`src/design/blc_pkg.sv`:
```
// Package: constants, types and the Horner product for the logistic closure unit.
package blc_pkg;
  localparam int unsigned FracBitsDefault = 24;
  localparam logic [31:0] LowerReset = 32'd16775539;
  localparam logic [31:0] UpperReset = 32'd201328230;
  localparam logic [31:0] Ln2Q30 = 32'd744261118;
  localparam logic [30:0] Q30One = 31'h4000_0000;
  localparam int unsigned ExpTerms = 12;
  localparam int unsigned DivStages = 30;

  typedef enum logic [0:0] {
    REG_LOWER = 1'b0,
    REG_UPPER = 1'b1
  } reg_idx_e;

  typedef struct packed {
    logic        vld;
    logic        last;
    logic        pos;
    logic        sat;
    logic        neg;
  } ctl_t;

  // floor(r*acc/2^30); r < ln2 in Q30 and acc <= 2^30, so the result fits 30 bits
  function automatic logic [29:0] horner_mul(input logic [29:0] r, input logic [30:0] acc);
    logic [60:0] prod;
    begin
      prod = {31'd0, r} * {30'd0, acc};
      horner_mul = prod[59:30];
    end
  endfunction
endpackage

```
`src/design/blc_div.sv`:
```
// Restoring divider stage chain: q = floor(e*2^30/(2^30+e)), one quotient bit per stage.
module blc_div
  import blc_pkg::*;
(
  input  logic        clk_i,
  input  logic [30:0] e_i,
  input  logic        en_i,
  output logic [30:0] q_o
);
  // e < 2^30 + e, so the upper half of the numerator gives no quotient bits;
  // the remainder starts at e and the low 30 numerator bits are zero
  logic [31:0] den_q  [DivStages+1];
  logic [31:0] rem_q  [DivStages+1];
  logic [29:0] quo_q  [DivStages+1];

  assign den_q[0] = {1'b0, Q30One} + {1'b0, e_i};
  assign rem_q[0] = {1'b0, e_i};
  assign quo_q[0] = 30'd0;

  for (genvar i = 0; i < DivStages; i++) begin : g_st
    logic [32:0] trial;
    logic [31:0] den_r, rem_r;
    logic [29:0] quo_r;
    assign trial = {rem_q[i], 1'b0};
    always_ff @(posedge clk_i) begin
      if (en_i) begin
        den_r <= den_q[i];
        if (trial >= {1'b0, den_q[i]}) begin
          rem_r <= 32'(trial - {1'b0, den_q[i]});
          quo_r <= {quo_q[i][28:0], 1'b1};
        end else begin
          rem_r <= trial[31:0];
          quo_r <= {quo_q[i][28:0], 1'b0};
        end
      end
    end
    assign den_q[i+1] = den_r;
    assign rem_q[i+1] = rem_r;
    assign quo_q[i+1] = quo_r;
  end

  assign q_o = {1'b0, quo_q[DivStages]};
endmodule

```
`config.mk`:
```
export PLATFORM = sky130hd
export DESIGN_NAME = blc_div
export DESIGN_NICKNAME = d
export VERILOG_FILES = /design/src/design/blc_pkg.sv /design/src/design/blc_div.sv
export SDC_FILE = /design/constraint.sdc
export NUM_CORES = 2
export LEC_CHECK = 0
export BUFFER_PORTS_ARGS = -buffer_cell sky130_fd_sc_hd__buf_2
export CORE_UTILIZATION = 55
export CTS_BUF_LIST = sky130_fd_sc_hd__clkbuf_8
export DETAILED_ROUTE_END_ITERATION = 16
export PLACE_DENSITY = 0.71
export SETUP_SLACK_MARGIN = 0.02
export SLEW_MARGIN = 20
export SYNTH_ARGS = -nofsm -noshare
export SYNTH_HDL_FRONTEND = slang
export SYNTH_SLANG_ARGS = --single-unit
```
`constraint.sdc`:
```
create_clock -name clk_i -period 6.31 [get_ports clk_i]
set_input_delay 1.262 -clock clk_i [delete_from_list [all_inputs] [get_ports clk_i]]
set_output_delay 1.262 -clock clk_i [all_outputs]
set_load 0.005 [all_outputs]
```
After elaboration in Yosys (flattened, before gate mapping)
Index checks and enable logic that the tools add are counted.
{"block": "classes", "n_addsub": 30, "order_cmp": 30, "n_mux": 59}
{"op": ">= comparator 33 x 32 -> 1 bit", "count": 29}
{"op": "2-to-1 mux 32 bit", "count": 29}
{"op": "subtractor 32 bit", "count": 29}
{"op": "adder 31 x 31 -> 32 bit (first input constant)", "count": 1}
{"op": ">= comparator 32 bit", "count": 1}
{"op": "2-to-1 mux 1 bit", "count": 30}
{"block": "totals", "regBits": 2321, "inputBits": 33}

Longest topological paths before layout
{"block": "depth", "ltp_word": 3, "mapped_depth": 16, "depth_no_buf": 14}

Worst setup path after synthesis
No wires, ideal clock.
{"block": "synth_timing", "path_type": "input port to flip-flop", "startpoint": "input e_i[2]", "endpoint": "register g_st[0].rem_r[16], data pin", "t_arrival_ps": 3861, "path_slack_ps": 2189, "path_stages": 15, "n_path_buf": 2, "path_cell_list": "inv_1 > ha_1 > o21a_1 > o21ai_0 > a21oi_1 > and4bb_1 > nor2_1 > a21oi_1 > a311oi_1 > o21a_1 > o21ai_0 > nand2b_1 > clkbuf_1 > buf_2 > mux2_2"}
{"block": "synth_between", "elab_chain_len": 3}
{"element": "start: declaration", "line": "blc_div.sv:6", "text": "input logic [30:0] e_i,"}
{"element": "adder 31 x 31 -> 32 bit", "line": "blc_div.sv:16", "text": "assign den_q[0] = {1'b0, Q30One} + {1'b0, e_i};"}
{"element": "subtractor 32 bit / >= comparator 32 bit (equally long branches)", "line": "blc_div.sv:29, blc_div.sv:28"}
{"element": "2-to-1 mux 32 bit (*)", "line": "blc_div.sv:28", "text": "if (trial >= {1'b0, den_q[i]}) begin"}
{"element": "end signal: assignment", "line": "blc_div.sv:29", "text": "rem_r <= 32'(trial - {1'b0, den_q[i]});"}
{"element": "end signal: assignment", "line": "blc_div.sv:32", "text": "rem_r <= trial[31:0];"}
{"element": "end: declaration", "line": "blc_div.sv:22", "text": "logic [31:0] den_r, rem_r;"}
Every way passes the cells marked *; elsewhere a longest branch is shown, timed or not.
A chain may end at the register's enable or synchronous reset.

Final worst setup path
{"block": "layout_timing", "startpoint": "register g_st[27].den_r[8]", "endpoint": "register g_st[28].rem_r[12], data pin"}
{"block": "layout_between", "elab_chain_len": 2}
{"element": "start: declaration", "line": "blc_div.sv:22"}
{"element": "start signal: assignment", "line": "blc_div.sv:27", "text": "den_r <= den_q[i];"}
{"element": "subtractor 32 bit / >= comparator 33 x 32 -> 1 bit (equally long branches)", "line": "blc_div.sv:29, blc_div.sv:28"}
{"element": "2-to-1 mux 32 bit (*)", "line": "blc_div.sv:28"}
{"element": "end signal: assignment", "line": "blc_div.sv:29"}
{"element": "end signal: assignment", "line": "blc_div.sv:32"}
{"element": "end: declaration", "line": "blc_div.sv:22"}
Marks and branches as above.

==> metrics.md <==
| Metric | Value |
|---|---|
| Status | completed |
| Worst Skew | ~66 ps |
| Crit path capture type | flop |
| Share of cells above drive strength 1 | 0.0862 |
| Total track usage | 0.256 |
| Final Power | 0.0734 W |
| Vias in the first global route | 86,400 |
| H-tree Lvls | 5 |
| GPL Wtd Cong | approximately 0.93 |
| Fin crit period | roughly 4700 ps |
| Hold slack | 364 ps |
| Largest net degree at the start of global routing | between 100 and 150 |
| Via Count | about 88,000 |
| Die Wd | roughly 490 um |
| DR pass1 iterations | 8 |
| GRT busiest layer | met2 |
| DRC errors left | 0 |
| Met1 usage | 0.328 |
| Slew Limit Fails | 0 |
| Cts bufs inserted | about 400 |
| # Max-Cap Violations | 0 |
| Max Fclk | between 200 and 250 MHz |
| Clk slew on worst S/H paths | around 60 ps |
| Fin crit share | 0.746 |
| Setup TNS | 0 ps |
| Port Buffers | 62 |
| Root Driver | clkbuf_8 |
| Synth Flop Type | edfxtp_1 |
| Hold depth | 0 |
| Worst setup margin | around 1600 ps |
| Post-route cell area | 142,000 sq um |
| Synthesized Nets | around 13,000 |
| Leakage | just under 60 nW |
| Global-route wire length before repair | 480 mm |
| Met2 Use GR | 0.444 |
| Initial cell density of the core | 0.553 |
| Post-synthesis sequential area ratio | 0.536 |
| Postcts setup bufs | 0 |
| FF+latch count, synth | around 2,300 |
| Worst skew pair latency | 1090 ps |
| Mapped Cells | 11,500 |
| Core Region | 235,000 sq um |
| Yosys warns | 0 |
| Critical path arrival | between 5000 and 6000 ps |
| Leading cell type in the layout, fill and taps excluded | edfxtp_1 |
| IO Pins | 64 |
| Final hold vios | 0 |
| Crit path launch type | flop |
| Critical path peak fanout | 18 |
| Pwr Density | 517 nW/um^2 |
| Area of the mapped netlist | about 130,000 sq um |
| Worst Tran Pin Value | between 1000 and 1500 ps |
| Initial antenna violation count | 11 |
| Chip Height | 488 um |
| CTS tree | yes |
| Area delta synth->final | 9.06% |
| Number of nets with antenna violations after routing | 0 |
| Sink Count | 2,321 |
| Post-cts sizing count | 0 |
| CTS max path bufs | 4 |
| Final wirelength | 310 mm |
| RSZ-0062 raised after global routing | false |
| Worst Reg2Reg Path Length in Cells | 14 |
| Distinct cells, synth | 97 |
| Grt ovf | 0 |
| CTS hold repair buffers | 0 |
| Synth Area per Inst | 11.3 sq um |
| Pre-CTS WS | 1160 ps |
| Worst EP required | 7070 ps |
| DIE AREA | around 240,000 sq um |
| Via density | 5.78 |
| Placed inst area | between 100,000 and 150,000 sq um |
| Met3 usage | 0.0336 |
| HP Class | reg2reg |
| Most frequent cells in the layout | edfxtp_1 (2,321), inv_1 (1,290), ha_1 (958), a21oi_1 (885), nand2_1 (823) |
| WL per Instance | between 20 and 25 um |
| Detail Placement HPWL | 232 mm |
| Worst VDD drop | 0.274 mV |
| FFs w/ async S/R, synth | 0 |
| Setup Crit Path Kind | reg2reg |
| Final setup fails | 0 |
| # nets final | 12,800 |
| Row cnt | roughly 180 |
| EDFF count, synth | 2,321 |
| Rel. slew slack | 0.235 |
| Iteration-0 DRC count of the detailed router | 6,797 |
-- critical path, stage by stage, from the launching register on --
cell and delay, ps:
edfxtp_1 350, inv_1 60, ha_1 350, a21o_1 180, a21o_1 190, a2111oi_0 480
nor3_1 170, a211oi_1 310, o21bai_1 180, o211ai_2 240, o21ai_0 110, a21oi_1 320
o21a_1 720, buf_4 400, mux2_2 370
-- flip-flops by register name, summed over array words and instances, names as in the netlist --
name        flops
g_st.den_r    928
g_st.quo_r    465
g_st.rem_r    928
-- through the flow --
step / util / std cells
after floorplan: - / 11500
after global placement: 0.571 / 14600
after detailed placement: 0.571 / 14600
after CTS: 0.603 / 15300
after global routing: 0.603 / 15300
final: 0.603 / 15300
-- final cells by class --
| type | count | area [sq um] |
|---|---|---|
| flip-flops and latches | 2321 | 69700 |
| repair buffers | 149 | 1320 |
| inverters | 1202 | 4510 |
| clock buffers | 405 | 5570 |
| clock inverters | 289 | 1880 |
| diodes | 8 | 20.0 |
| multi-input cells | 7750 | 54900 |
| well taps | 3150 | 3940 |
| fillers | 19200 | 93300 |
-- report_power, final --
part | total, W | switching [W] | internal, W
clock network | 0.0131 | 0.00611 | 0.00701
logic | 0.0344 | 0.0196 | 0.0148
registers | 0.0259 | 0.00284 | 0.0230
-- synth_stat cells (67+ instances only) --
cell type,instances,area share
xnor2_1,439,0.030
and3_1,87,0.0042
xor2_1,340,0.023
nand2b_1,133,0.0064
a21oi_1,888,0.034
mux2_2,302,0.026
inv_1,1202,0.035
a21o_1,534,0.031
nor2b_1,158,0.0076
nand2_1,824,0.024
nor2_1,608,0.018
clkbuf_1,198,0.0057
o21bai_1,106,0.0061
o21ai_0,815,0.031
nor3_1,139,0.0053
ha_1,958,0.092
nand3_1,164,0.0063
o31ai_1,67,0.0039
a31oi_1,122,0.0059
nand4_1,145,0.0070
a211oi_1,76,0.0044
o21a_1,134,0.0077
edfxtp_1,2321,0.54
-- kinds of logic after synthesis --
family          Yosys count  synth area share
mux                     350            0.0299
buf+inv                1474            0.0434
xor+xnor                779            0.0525
flops                  2321             0.536
other cells               1         0.0000288
fa+ha+maj               986            0.0965
simple gates           2504            0.0917
compound gates         3130             0.150
-- layer usage --
metal,routed length (um),vias up,part of all wire
met5,11,-,0.000036
li1,-,42900,-
met1,132000,42500,0.43
met2,153000,2337,0.49
met4,10500,2,0.034
met3,13800,645,0.045
-- worst paths after layout --
check | start | to | slack, ps
max | g_st[27].den_r[8]$_DFFE_PP_ | g_st[28].rem_r[12]$_DFFE_PP_ | 1600
min | g_st[13].quo_r[9]$_DFFE_PP_ | g_st[14].quo_r[10]$_DFFE_PP_ | 360
max reg2reg | g_st[27].den_r[8]$_DFFE_PP_ | g_st[28].rem_r[12]$_DFFE_PP_ | 1600
min reg2reg | g_st[13].quo_r[9]$_DFFE_PP_ | g_st[14].quo_r[10]$_DFFE_PP_ | 360
Note: power is estimated with default switching activity, not from simulation.
